`config.mk`:
```
export PLATFORM = sky130hd
export DESIGN_NAME = ahdsr_envelope_generator
export DESIGN_NICKNAME = d
export VERILOG_FILES = /design/src/rtl/ahdsr_pkg.sv /design/src/rtl/ahdsr_envelope_generator.sv /design/src/rtl/ahdsr_muldiv.sv
export SDC_FILE = /design/constraint.sdc
export NUM_CORES = 2
export LEC_CHECK = 0
export ABC_AREA = 1
export ABC_CLOCK_PERIOD_IN_PS = 9100
export BUFFER_PORTS_ARGS = -buffer_cell sky130_fd_sc_hd__buf_2
export CORE_UTILIZATION = 40
export CTS_CLUSTER_DIAMETER = 100
export DETAILED_ROUTE_END_ITERATION = 8
export GPL_TIMING_DRIVEN = 0
export PLACE_DENSITY_LB_ADDON = 0.08
export SYNTH_ARGS = -nofsm -noshare
export SYNTH_HDL_FRONTEND = slang
export SYNTH_SLANG_ARGS = --single-unit
```
`constraint.sdc`:
```
create_clock -name aclk -period 9.1 [get_ports aclk]
set_input_delay 2.275 -clock aclk [delete_from_list [all_inputs] [get_ports aclk]]
set_output_delay 2.275 -clock aclk [all_outputs]
set_load 0.02 [all_outputs]
```
`src/rtl/ahdsr_pkg.sv`:
```
// Shared types and constants for the AHDSR envelope generator.
// Used by the top level, the multiply/divide unit and the port checker.
`default_nettype none

package ahdsr_pkg;

    localparam int DEF_TIME_BITS           = 24;
    localparam int DEF_LEGATO_ATTACK_TICKS = 240;

    // Amplitude is Q1.15; unity is one step above the largest fraction.
    localparam logic [15:0] FULL_LEVEL = 16'h8000;
    localparam int          AMP_BITS   = 16;
    localparam int          QUOT_BITS  = 16;

    localparam int RST_DELAY_TICKS   = 0;
    localparam int RST_ATTACK_TICKS  = 480;
    localparam int RST_HOLD_TICKS    = 0;
    localparam int RST_DECAY_TICKS   = 4800;
    localparam int RST_SUSTAIN_LEVEL = 16384;
    localparam int RST_RELEASE_TICKS = 4800;
    localparam int RST_FORCE_TICKS   = 480;

    typedef enum logic [2:0] {
        CFG_DELAY         = 3'd0,
        CFG_ATTACK        = 3'd1,
        CFG_HOLD          = 3'd2,
        CFG_DECAY         = 3'd3,
        CFG_SUSTAIN_LEVEL = 3'd4,
        CFG_CAN_SUSTAIN   = 3'd5,
        CFG_RELEASE       = 3'd6,
        CFG_FORCE_RELEASE = 3'd7
    } cfg_index_t;

    typedef enum logic [2:0] {
        PH_DELAY   = 3'd0,
        PH_ATTACK  = 3'd1,
        PH_HOLD    = 3'd2,
        PH_DECAY   = 3'd3,
        PH_SUSTAIN = 3'd4,
        PH_RELEASE = 3'd5,
        PH_FORCED  = 3'd6
    } phase_t;

    typedef enum logic [2:0] {
        ST_IDLE,
        ST_END_ATTACK,
        ST_END_HOLD,
        ST_END_DECAY,
        ST_EVAL,
        ST_CALC,
        ST_DONE
    } state_t;

    // Bit positions of the result fields inside m_tdata.
    localparam int OUT_PHASE_LSB = 16;
    localparam int OUT_FIN_BIT   = 19;

endpackage

`default_nettype wire

```
`src/rtl/ahdsr_envelope_generator.sv`:
```
// AHDSR envelope generator, one amplitude result per sample tick request.
// A taken request passes the attack, hold and decay end-point states and the
// evaluation state; a ramp then waits in the calculate state while the
// multiply/divide unit multiplies, loads and divides for the 16-bit quotient.
// The done state loads the output register once it is free. One request at a
// time; the next request is taken once the result sits in the output register.
// Reset: synchronous active-low aresetn restores the register defaults and
// clears all envelope state.
`default_nettype none

module ahdsr_envelope_generator
    import ahdsr_pkg::*;
#(
    parameter int TIME_BITS           = DEF_TIME_BITS,
    parameter int LEGATO_ATTACK_TICKS = DEF_LEGATO_ATTACK_TICKS,
    parameter int CFG_DATA_BITS       = (TIME_BITS > AMP_BITS) ? TIME_BITS : AMP_BITS
) (
    input  wire logic                     aclk,
    input  wire logic                     aresetn,
    input  wire logic                     s_tvalid,
    output logic                          s_tready,
    // [0] note_start, [1] legato, [2] gate, [3] force_off, [7:4] zero
    input  wire logic [7:0]               s_tdata,
    output logic                          m_tvalid,
    input  wire logic                     m_tready,
    // [15:0] amplitude, [18:16] phase, [19] finished, [23:20] zero
    output logic [23:0]                   m_tdata,
    input  wire logic                     cfg_valid,
    output logic                          cfg_ready,
    input  wire logic [2:0]               cfg_index,
    input  wire logic [CFG_DATA_BITS-1:0] cfg_data
);

    localparam int CNT_BITS = TIME_BITS + 1;
    localparam int END_BITS = TIME_BITS + 3;

    // Configuration registers.
    logic [TIME_BITS-1:0] delay_reg, attack_reg, hold_reg, decay_reg;
    logic [TIME_BITS-1:0] release_reg, force_reg;
    logic [AMP_BITS-1:0]  sustain_reg;
    logic                 can_sustain_reg;

    // Envelope state.
    logic [CNT_BITS-1:0]  elapsed_reg, rel_count_reg;
    logic                 mark_reg;
    logic [AMP_BITS-1:0]  rel_level_reg;
    logic [TIME_BITS-1:0] active_attack_reg;

    // Per-request working registers.
    logic                 gate_reg, forced_reg;
    logic [END_BITS-1:0]  end_attack_reg, end_hold_reg, end_decay_reg;
    logic [AMP_BITS-1:0]  amp_reg;
    logic                 invert_reg, keep_level_reg, finished_reg;
    phase_t               phase_reg;
    logic                 m_tvalid_reg;
    logic [23:0]          m_tdata_reg;

    state_t state_reg, state_next;

    logic                 s_accept, out_free;
    logic [END_BITS-1:0]  t_ext, end_delay;
    logic [AMP_BITS-1:0]  sus;
    logic [TIME_BITS-1:0] forced_len, rel_len;
    logic [CNT_BITS-1:0]  rc_eff;
    logic                 hold_path, rel_silent, need_calc;
    logic [AMP_BITS-1:0]  direct_amp, op_a;
    logic [TIME_BITS-1:0] op_b, op_den;
    logic                 op_invert;
    phase_t               eval_phase;
    logic                 unit_done;
    logic [QUOT_BITS-1:0] unit_quot;

    assign s_accept  = s_tvalid && s_tready;
    assign out_free  = !m_tvalid_reg || m_tready;
    assign cfg_ready = 1'b1;

    assign sus        = (sustain_reg > FULL_LEVEL) ? FULL_LEVEL : sustain_reg;
    assign forced_len = (release_reg < force_reg) ? release_reg : force_reg;
    assign t_ext      = END_BITS'(elapsed_reg);
    assign end_delay  = END_BITS'(delay_reg);
    assign rc_eff     = mark_reg ? rel_count_reg : '0;
    assign rel_len    = forced_reg ? forced_len : release_reg;
    assign hold_path  = gate_reg && (can_sustain_reg || t_ext < end_decay_reg);
    assign rel_silent = (rel_len == '0) || (rc_eff >= CNT_BITS'(rel_len));

    // Segment selection and operand setup for the evaluation cycle.
    always_comb begin
        need_calc  = 1'b0;
        direct_amp = '0;
        op_a       = '0;
        op_b       = '0;
        op_den     = '0;
        op_invert  = 1'b0;
        eval_phase = PH_DELAY;
        if (forced_reg || !hold_path) begin
            eval_phase = forced_reg ? PH_FORCED : PH_RELEASE;
            if (!rel_silent) begin
                need_calc = 1'b1;
                op_a      = rel_level_reg;
                op_b      = TIME_BITS'(CNT_BITS'(rel_len) - rc_eff);
                op_den    = rel_len;
            end
        end else if (t_ext < end_delay) begin
            eval_phase = PH_DELAY;
        end else if (t_ext < end_attack_reg) begin
            eval_phase = PH_ATTACK;
            need_calc  = 1'b1;
            op_a       = FULL_LEVEL;
            op_b       = TIME_BITS'(t_ext - end_delay);
            op_den     = active_attack_reg;
        end else if (t_ext < end_hold_reg) begin
            eval_phase = PH_HOLD;
            direct_amp = FULL_LEVEL;
        end else if (t_ext < end_decay_reg) begin
            eval_phase = PH_DECAY;
            need_calc  = 1'b1;
            op_a       = FULL_LEVEL - sus;
            op_b       = TIME_BITS'(t_ext - end_hold_reg);
            op_den     = decay_reg;
            op_invert  = 1'b1;
        end else begin
            eval_phase = PH_SUSTAIN;
            direct_amp = sus;
        end
    end

    ahdsr_muldiv #(
        .TIME_BITS (TIME_BITS)
    ) u_muldiv (
        .aclk     (aclk),
        .aresetn  (aresetn),
        .start    (state_reg == ST_EVAL && need_calc),
        .mul_a    (op_a),
        .mul_b    (op_b),
        .divisor  (op_den),
        .done     (unit_done),
        .quotient (unit_quot)
    );

    always_ff @(posedge aclk) begin
        if (!aresetn) begin
            state_reg <= ST_IDLE;
        end else begin
            state_reg <= state_next;
        end
    end

    always_comb begin
        state_next = state_reg;
        s_tready   = 1'b0;
        case (state_reg)
            ST_IDLE: begin
                s_tready = 1'b1;
                if (s_tvalid) begin
                    state_next = ST_END_ATTACK;
                end
            end
            ST_END_ATTACK: state_next = ST_END_HOLD;
            ST_END_HOLD:   state_next = ST_END_DECAY;
            ST_END_DECAY:  state_next = ST_EVAL;
            ST_EVAL:       state_next = need_calc ? ST_CALC : ST_DONE;
            ST_CALC: begin
                if (unit_done) begin
                    state_next = ST_DONE;
                end
            end
            ST_DONE: begin
                if (out_free) begin
                    state_next = ST_IDLE;
                end
            end
            default: state_next = ST_IDLE;
        endcase
    end

    // Configuration writes.
    always_ff @(posedge aclk) begin
        if (!aresetn) begin
            delay_reg       <= TIME_BITS'(RST_DELAY_TICKS);
            attack_reg      <= TIME_BITS'(RST_ATTACK_TICKS);
            hold_reg        <= TIME_BITS'(RST_HOLD_TICKS);
            decay_reg       <= TIME_BITS'(RST_DECAY_TICKS);
            sustain_reg     <= AMP_BITS'(RST_SUSTAIN_LEVEL);
            can_sustain_reg <= 1'b1;
            release_reg     <= TIME_BITS'(RST_RELEASE_TICKS);
            force_reg       <= TIME_BITS'(RST_FORCE_TICKS);
        end else if (cfg_valid) begin
            case (cfg_index_t'(cfg_index))
                CFG_DELAY:         delay_reg       <= cfg_data[TIME_BITS-1:0];
                CFG_ATTACK:        attack_reg      <= cfg_data[TIME_BITS-1:0];
                CFG_HOLD:          hold_reg        <= cfg_data[TIME_BITS-1:0];
                CFG_DECAY:         decay_reg       <= cfg_data[TIME_BITS-1:0];
                CFG_SUSTAIN_LEVEL: sustain_reg     <= cfg_data[AMP_BITS-1:0];
                CFG_CAN_SUSTAIN:   can_sustain_reg <= cfg_data[0];
                CFG_RELEASE:       release_reg     <= cfg_data[TIME_BITS-1:0];
                CFG_FORCE_RELEASE: force_reg       <= cfg_data[TIME_BITS-1:0];
                default: ;
            endcase
        end
    end

    // Envelope datapath, stepped by the sequencer.
    always_ff @(posedge aclk) begin
        if (!aresetn) begin
            elapsed_reg       <= '0;
            rel_count_reg     <= '0;
            mark_reg          <= 1'b0;
            rel_level_reg     <= '0;
            active_attack_reg <= '0;
            m_tvalid_reg      <= 1'b0;
        end else begin
            if (state_reg == ST_DONE && out_free) begin
                m_tvalid_reg <= 1'b1;
            end else if (m_tready) begin
                m_tvalid_reg <= 1'b0;
            end
            case (state_reg)
                ST_IDLE: begin
                    if (s_accept) begin
                        gate_reg   <= s_tdata[2];
                        forced_reg <= s_tdata[3];
                        if (s_tdata[0]) begin
                            elapsed_reg       <= '0;
                            rel_count_reg     <= '0;
                            mark_reg          <= 1'b0;
                            rel_level_reg     <= '0;
                            active_attack_reg <= s_tdata[1] ?
                                TIME_BITS'(LEGATO_ATTACK_TICKS) : attack_reg;
                        end
                    end
                end
                ST_END_ATTACK: begin
                    end_attack_reg <= end_delay + END_BITS'(active_attack_reg);
                end
                ST_END_HOLD: begin
                    end_hold_reg <= end_attack_reg + END_BITS'(hold_reg);
                end
                ST_END_DECAY: begin
                    end_decay_reg <= end_hold_reg + END_BITS'(decay_reg);
                end
                ST_EVAL: begin
                    phase_reg  <= eval_phase;
                    amp_reg    <= direct_amp;
                    invert_reg <= op_invert;
                    if (forced_reg || !hold_path) begin
                        mark_reg       <= 1'b1;
                        rel_count_reg  <= rc_eff;
                        keep_level_reg <= 1'b0;
                        finished_reg   <= rc_eff > CNT_BITS'(rel_len);
                    end else begin
                        mark_reg       <= 1'b0;
                        rel_count_reg  <= '0;
                        keep_level_reg <= 1'b1;
                        finished_reg   <= 1'b0;
                    end
                end
                ST_CALC: begin
                    if (unit_done) begin
                        amp_reg <= invert_reg ? FULL_LEVEL - unit_quot : unit_quot;
                    end
                end
                ST_DONE: begin
                    if (out_free) begin
                        m_tdata_reg  <= {4'b0000, finished_reg, phase_reg, amp_reg};
                        if (keep_level_reg) begin
                            rel_level_reg <= amp_reg;
                        end
                        if (elapsed_reg != '1) begin
                            elapsed_reg <= elapsed_reg + 1'b1;
                        end
                        if (mark_reg && rel_count_reg != '1) begin
                            rel_count_reg <= rel_count_reg + 1'b1;
                        end
                    end
                end
                default: ;
            endcase
        end
    end

    assign m_tvalid = m_tvalid_reg;
    assign m_tdata  = m_tdata_reg;

endmodule

`default_nettype wire

```
`src/rtl/ahdsr_muldiv.sv`:
```
// Shared arithmetic unit: one registered multiply, then a restoring divide
// that retires one quotient bit per cycle. Depends on ahdsr_pkg.
`default_nettype none

module ahdsr_muldiv
    import ahdsr_pkg::*;
#(
    parameter int TIME_BITS = DEF_TIME_BITS
) (
    input  wire logic                  aclk,
    input  wire logic                  aresetn,
    input  wire logic                  start,
    input  wire logic [AMP_BITS-1:0]   mul_a,
    input  wire logic [TIME_BITS-1:0]  mul_b,
    input  wire logic [TIME_BITS-1:0]  divisor,
    output logic                       done,
    output logic [QUOT_BITS-1:0]       quotient
);

    localparam int PROD_BITS = AMP_BITS + TIME_BITS;
    localparam int CNT_BITS  = $clog2(QUOT_BITS);

    logic [PROD_BITS-1:0] prod_reg;
    logic [TIME_BITS-1:0] rem_reg;
    logic [QUOT_BITS-1:0] low_reg;
    logic [QUOT_BITS-1:0] quot_reg;
    logic [TIME_BITS-1:0] den_reg;
    logic [CNT_BITS-1:0]  cnt_reg;
    logic                 load_reg;
    logic                 run_reg;
    logic                 done_reg;

    logic [TIME_BITS:0]   trial;
    logic                 fits;

    // The caller guarantees the quotient fits in QUOT_BITS, so the upper part
    // of the product is already below the divisor.
    assign trial = {rem_reg, low_reg[QUOT_BITS-1]};
    assign fits  = trial >= {1'b0, den_reg};

    always_ff @(posedge aclk) begin
        if (!aresetn) begin
            load_reg <= 1'b0;
            run_reg  <= 1'b0;
            done_reg <= 1'b0;
            cnt_reg  <= '0;
        end else begin
            done_reg <= !start && !load_reg && run_reg && (cnt_reg == '0);
            if (start) begin
                prod_reg <= PROD_BITS'(mul_a) * PROD_BITS'(mul_b);
                den_reg  <= divisor;
                load_reg <= 1'b1;
            end else if (load_reg) begin
                load_reg <= 1'b0;
                run_reg  <= 1'b1;
                rem_reg  <= prod_reg[PROD_BITS-1:QUOT_BITS];
                low_reg  <= prod_reg[QUOT_BITS-1:0];
                cnt_reg  <= CNT_BITS'(QUOT_BITS - 1);
            end else if (run_reg) begin
                if (fits) begin
                    rem_reg <= TIME_BITS'(trial - {1'b0, den_reg});
                end else begin
                    rem_reg <= trial[TIME_BITS-1:0];
                end
                low_reg  <= {low_reg[QUOT_BITS-2:0], 1'b0};
                quot_reg <= {quot_reg[QUOT_BITS-2:0], fits};
                cnt_reg  <= cnt_reg - 1'b1;
                if (cnt_reg == '0) begin
                    run_reg <= 1'b0;
                end
            end
        end
    end

    assign done     = done_reg;
    assign quotient = quot_reg;

endmodule

`default_nettype wire

```
After elaboration in Yosys (flattened, before gate mapping)

Index checks and enable logic that the tools add are counted.

Flip-flop bits (word level): 508
Latch bits: 0
Memory bits (writable): 0
ROM bits: 0
Input port bits: 40
Output and inout bits: 27
Memories: 0

Add/sub/neg operators: 12
Multipliers: 1
Div/mod/pow operators: 0
Order comparisons: 9
Equality and inequality tests: 23
Shift-type cells: 0
Mux-type cells: 81
Bitwise gates (word level): 2
Reductions and logical operators: 52

Operator list:

| kind                     | count |
|---|---|
| $mux W24                 | 18 |
| $mux W16                 | 20 |
| $mux W25                 | 8 |
| $sub A24 B24 Y24         | 4 |
| $lt A25 B27 Y1           | 3 |
| $pmux W25 S3             | 1 |
| $pmux W16 S2             | 2 |
| $add A27 B24 Y27         | 2 |
| $add A25 B1 Y25 const B  | 2 |
| $ge A25 B24 Y1           | 2 |
| $ne A25 B25 Y1 const B   | 2 |
| $pmux W25 S2             | 1 |
| $mul A16 B24 Y40         | 1 |
| $sub A16 B16 Y16 const A | 2 |
| $reduce_and A2 Y1        | 14 |
| $add A24 B24 Y25         | 1 |
| $gt A25 B24 Y1           | 1 |
| $lt A25 B24 Y1           | 1 |
| $logic_not A24 Y1        | 1 |
| $lt A24 B24 Y1           | 1 |
| $mux W3                  | 8 |
| $eq A3 B3 Y1 const B     | 7 |
| $pmux W3 S7              | 1 |
| $reduce_and A3 Y1        | 7 |
| 21 further kinds         | 70 |

Logic depth before layout (Yosys ltp)

Depth in word-level cells: 12
Gate-level depth with buffers: 58

Hierarchy

Synthesis repeated with hierarchy kept, for this count alone.

Cells, all modules: 5908
Area, all modules: 44863.0 sq um

By module, submodules not included:

| module                   | instances | cells each | area each (sq um) | seq. area each (sq um) |
|---|---|---|---|---|
| ahdsr_envelope_generator | 1         | 3363       | 25156.6           | 8788.4 |
| ahdsr_muldiv             | 1         | 2545       | 19706.4           | 3743.6 |

Least setup slack after synthesis

No wires, ideal clock.

Path kind: register to register
From: reg force_reg[21]
To: reg u_muldiv.prod_reg[38] (data pin)
Library setup time: 260 ps
Data arrival time: 9097 ps
Data required time: 8840 ps
Path slack: -256 ps
Cell stages (with the launch flop): 54
Buffers on the path: 3
Clock period less this slack: 9356 ps
Cell sequence: dfxtp_1 inv_1 ha_1 a21oi_1 nor2_1 nor2_1 nand2_1 a21oi_1 nand2_2 nand2_2 buf_6 buf_6 nand2_1 nand2_1 inv_1 ha_1 nand2_1 nand2_1 [18 not listed] inv_1 fa_1 fa_1 inv_1 fa_1 inv_1 ha_1 nand2_1 nor4_1 nand3_1 nand3_1 nand3_1 nand3_1 nand3_1 and2_1 o21ai_0 a21boi_0 xnor2_1

Longest elaborated chain between the ends: 8
Elaborated cells on any way between the ends: 12
Those cells by class: add/sub (1); mul (1); order compare (2); mux (6); reduce/logical (2)

RTL lines:

| what                                                       | RTL line                        | source |
|---|---|---|
| start, declared                                            | ahdsr_envelope_generator.sv:39  | `logic [TIME_BITS-1:0] release_reg, force_reg;` |
| start signal, assigned                                     | ahdsr_envelope_generator.sv:186 | `force_reg <= TIME_BITS'(RST_FORCE_TICKS);` |
| start signal, assigned                                     | ahdsr_envelope_generator.sv:196 | `CFG_FORCE_RELEASE: force_reg <= cfg_data[TIME_BITS-1:0];` |
| $lt A24 B24 Y1                                             | ahdsr_envelope_generator.sv:78  | `assign forced_len = (release_reg < force_reg) ? release_reg : force_reg;` |
| $mux W24 (*)                                               | ahdsr_envelope_generator.sv:78  |  |
| $mux W24 (*)                                               | ahdsr_envelope_generator.sv:82  | `assign rel_len = forced_reg ? forced_len : release_reg;` |
| $ge A25 B24 Y1 / $logic_not A24 Y1 (equally long branches) | ahdsr_envelope_generator.sv:84  | `assign rel_silent = (rel_len == '0) \|\| (rc_eff >= CNT_BITS'(rel_len));` |
| $logic_or A1 B1 Y1                                         | ahdsr_envelope_generator.sv:84  |  |
| $mux W16 / $mux W24 (equally long branches)                | ahdsr_envelope_generator.sv:97  | `if (!rel_silent) begin` |
| $mux W16 / $mux W24 (equally long branches)                | ahdsr_envelope_generator.sv:95  | `if (forced_reg \|\| !hold_path) begin` |
| $mul A16 B24 Y40 (*)                                       | ahdsr_muldiv.sv:50              | `prod_reg <= PROD_BITS'(mul_a) * PROD_BITS'(mul_b);` |
| end signal, assigned                                       | ahdsr_muldiv.sv:50              |  |
| end, declared                                              | ahdsr_muldiv.sv:23              | `logic [PROD_BITS-1:0] prod_reg;` |

Every way passes the cells marked *; elsewhere a longest branch is shown, timed or not.
A chain may end at the register's enable or synchronous reset.

Worst setup path after layout

From: reg release_reg[14]
To: reg u_muldiv.prod_reg[38] (data pin)

Longest elaborated chain between the ends: 8
Elaborated cells on any way between the ends: 12
Those cells by class: add/sub (1); mul (1); order compare (2); mux (6); reduce/logical (2)

RTL lines:

| what                                                       | RTL line                        | source |
|---|---|---|
| start, declared                                            | ahdsr_envelope_generator.sv:39  |  |
| start signal, assigned                                     | ahdsr_envelope_generator.sv:185 | `release_reg <= TIME_BITS'(RST_RELEASE_TICKS);` |
| start signal, assigned                                     | ahdsr_envelope_generator.sv:195 | `CFG_RELEASE: release_reg <= cfg_data[TIME_BITS-1:0];` |
| $lt A24 B24 Y1                                             | ahdsr_envelope_generator.sv:78  |  |
| $mux W24                                                   | ahdsr_envelope_generator.sv:78  |  |
| $mux W24 (*)                                               | ahdsr_envelope_generator.sv:82  |  |
| $ge A25 B24 Y1 / $logic_not A24 Y1 (equally long branches) | ahdsr_envelope_generator.sv:84  |  |
| $logic_or A1 B1 Y1                                         | ahdsr_envelope_generator.sv:84  |  |
| $mux W16 / $mux W24 (equally long branches)                | ahdsr_envelope_generator.sv:97  |  |
| $mux W16 / $mux W24 (equally long branches)                | ahdsr_envelope_generator.sv:95  |  |
| $mul A16 B24 Y40 (*)                                       | ahdsr_muldiv.sv:50              |  |

Marked as above.

==> reports/qor.csv <==
metric;value;unit
leakagePower;0.02396;uW
largest_register_ff_count;40;
rsz0062_at_grt;true;
hp-class;flop to flop;
ys_ff_latch;505;
seq_area_frac_synth;29.25;%
violations;design-rule violations, negative setup slack;
gp_congestion;1.054;
max_slew_margin;6.228;%
clk_latency;0.70;ns
finalNonFillerCells;7233;
via_per_inst;5.337;
crit_slowest_cell;fa_2;
io_buffers;57;
worstReg2RegEnd;u_muldiv.prod_reg[38];
dieArea;0.1084;sq mm
grt_pass1_wl;233900;um
grt_overflow;0;
drive_gt1_share;17.55;%
dieHeight;329.3;um
clkTransAtPathRegs;0.06;ns
nFillCells;10332;
r2r_start;release_reg[14];
io_pins;67;
drt_iter0_drc;2822;
reg2reg_depth;51;
grtUsageTotal;29.10;%
grt_antenna_before_repair;7;
fin_area;0.05284;sq mm
setup_viol;14;
fin_skew;0.07474;ns
dr.pass1.iters;8;
clkSinkCount;505;
fin_crit;9.444;ns
r2r_slack;-0.34;ns
grt_pass1_vias;37797;
finalWorstSetupSlack;-0.3436;ns
cpPeakStageDelay;0.58;ns
numCtsBuffers;61;
cp_data_required_time;9.48;ns
maxSlewViolCount;0;
critPathLaunchType;flop;
yosysWarnings;0;
syn2layout_area_growth;23.32;%
synthArstFlopShare;0;%
cts_tree;yes;
synth_edf_count;242;
nets;6518;
core_area;0.1057;sq mm
synth_cell_types;58;
max_freq;105.9;MHz
cts_max_level;2;
finalHoldViolCount;0;
critPathKind;flop to flop;
drc_errors;2;
syn-cell-area;0.04285;sq mm
postPlaceCellArea;0.04513;sq mm
vdd_drop_max;0.4177;mV
cp_common_cell;nand2_4;
worstMarginPinSlew;1.401;ns
row_count;119;
ctsHoldBuffers;0;
avgSynthCellArea;7.939;sq um
pwr_density_cell;291.4;mW/mm^2
cts_max_path_buffers;3;
crit_path_end_kind;flop;
ys.flop_type;dfxtp_1;
routed_wl;158700;um
status;finished with violations;
grt_max_degree;27;
cp_max_fo;7;
initial_utilization;40.53;%
num_vias;38599;
arrival;9.82;ns
clock-root-buffer;clkbuf_16;
endpoint;u_muldiv.prod_reg[38];
die_w;329.3;um
period_share;103.8;%
antenna_left;0;
maxCapViolations;0;
worstSetupStartpoint;release_reg[14];
wire_per_inst;21.94;um
hpwl;124300;um
dp_cells;6860;
syn_inst;5397;
cell usage in the layout (no fill, tap or decap), drive strengths merged, types with 4 or more instances in the layout:
master / instances
a211oi: 23
a21boi: 22
a21o: 17
a21oi: 422
a221oi: 9
a31oi: 16
and2: 5
and3: 5
buf: 395
bufinv: 6
clkbuf: 185
clkinv: 25
clkinvlp: 9
conb: 5
dfxtp: 263
edfxtp: 242
fa: 313
ha: 376
inv: 893
nand2: 1043
nand3: 173
nand3b: 4
nand4: 59
nor2: 533
nor3: 55
nor4: 16
o211ai: 42
o21a: 10
o21ai: 394
o21bai: 13
o221ai: 5
o22ai: 36
o32ai: 7
or2: 17
xnor2: 72
xor2: 121
report_power, final:
part           leakage, uW  switching [uW]  total, uW  internal [uW]
combinational       0.0186            5850       9930           4080
sequential         0.00436             112       2880           2770
clock              0.00102            1080       2580           1500
total               0.0240            7040      15400           8350
worst min-delay path by stage:
stage	start	to	cells past startpoint
after floorplan	phase_reg[0]	m_tdata[16]	0
after global placement	phase_reg[2]	m_tdata[18]	0
after detailed placement	phase_reg[2]	m_tdata[18]	0
after CTS	phase_reg[2]	m_tdata[18]	0
after global routing	phase_reg[2]	m_tdata[18]	0
final	finished_reg	m_tdata[19]	0
synth_stat cells, types with 10 or more instances:
library cell	n	area (sq um)
nand2_1	1041	3908
inv_1	866	3251
nor2_1	529	1986
a21oi_1	421	2107
ha_1	376	4705
o21ai_0	362	1812
fa_1	313	6266
dfxtp_1	263	5265
edfxtp_1	242	7267
nand3_1	170	850.8
xor2_1	121	1060
clkbuf_1	108	405.4
xnor2_1	72	630.6
nand4_1	59	369.1
nor3_1	55	275.3
buf_2	51	255.2
o211ai_1	42	315.3
o22ai_1	26	162.7
inv_2	25	93.84
o21ai_1	25	125.1
a211oi_1	23	172.7
a21boi_0	21	157.7
a21o_1	17	127.6
nor4_1	16	100.1
a31oi_1	14	87.58
or2_2	14	87.58
o21bai_1	13	97.59
o21a_1	10	75.07
through the flow:
step / utilization [%] / total power [uW] / hold slack [ns] / setup TNS [ns] / setup WS, ns
final: 49.98 / 15400 / 0.4350 / -2.498 / -0.3436
after global routing: 49.98 / 16330 / 0.4396 / -7.463 / -0.6030
after CTS: 49.24 / 14650 / 0.4344 / -1.471 / -0.3011
after detailed placement: 42.69 / 9744 / 0.4055 / -52.51 / -2.418
after global placement: 42.47 / 9733 / 0.4140 / -55.01 / -2.420
after floorplan: - / 7384 / 0.4003 / 0 / 0.09809
final cells by class:
type | count | area, sq um | share of cell area [%]
diodes | 1 | 2.502 | 0.004736
plain buffers | 175 | 1157 | 2.190
clock buffers | 79 | 1707 | 3.230
clock inverters | 36 | 427.9 | 0.8099
inverters | 897 | 3426 | 6.484
multi-input cells | 3822 | 28840 | 54.58
flip-flops and latches | 505 | 12580 | 23.82
well taps | 1391 | 1740 | 3.294
repair buffers | 327 | 2954 | 5.591
critical path: cells and delay by family (launching register included):
family | cells | cell delay (ns)
adders and majority gates | 10 | 4.15
and+or+nand+nor | 18 | 1.69
AOI/OAI and AO/OA | 11 | 1.54
buffers and inverters | 10 | 1.01
DFF | 1 | 0.40
xor gates and xnor gates | 2 | 0.30
repair_timing:
item | 4_1_cts | 5_1_grt
cloned | 9 | 0
resized for setup | 668 | 138
endpoints found under the setup margin | 32 | 25
endpoints found under the hold margin | 0 | 0
buffers inserted | 219 | 34
pin swaps | 214 | 144
cells by family (layout without fill, tap and decap cells):
group | after synthesis | after routing | synth area share [%]
flops | 505 | 505 | 29.25
buf+inv | 1075 | 1514 | 9.689
xor+xnor | 193 | 193 | 3.945
simple gates | 1913 | 1914 | 18.18
other cells | 2 | 6 | 0.01753
compound gates | 1020 | 1021 | 13.32
fa+ha+maj | 689 | 689 | 25.60
metal layers:
metal | global-route usage, % | part of all wire, % | wire length (um)
met1 | 39.08 | 43 | 68510
met2 | 46.21 | 45 | 71370
met3 | 3.788 | 6.4 | 10180
met4 | 14.22 | 5.4 | 8583
met5 | 0 | 0.020 | 32
(Power assumes the default switching activity.)
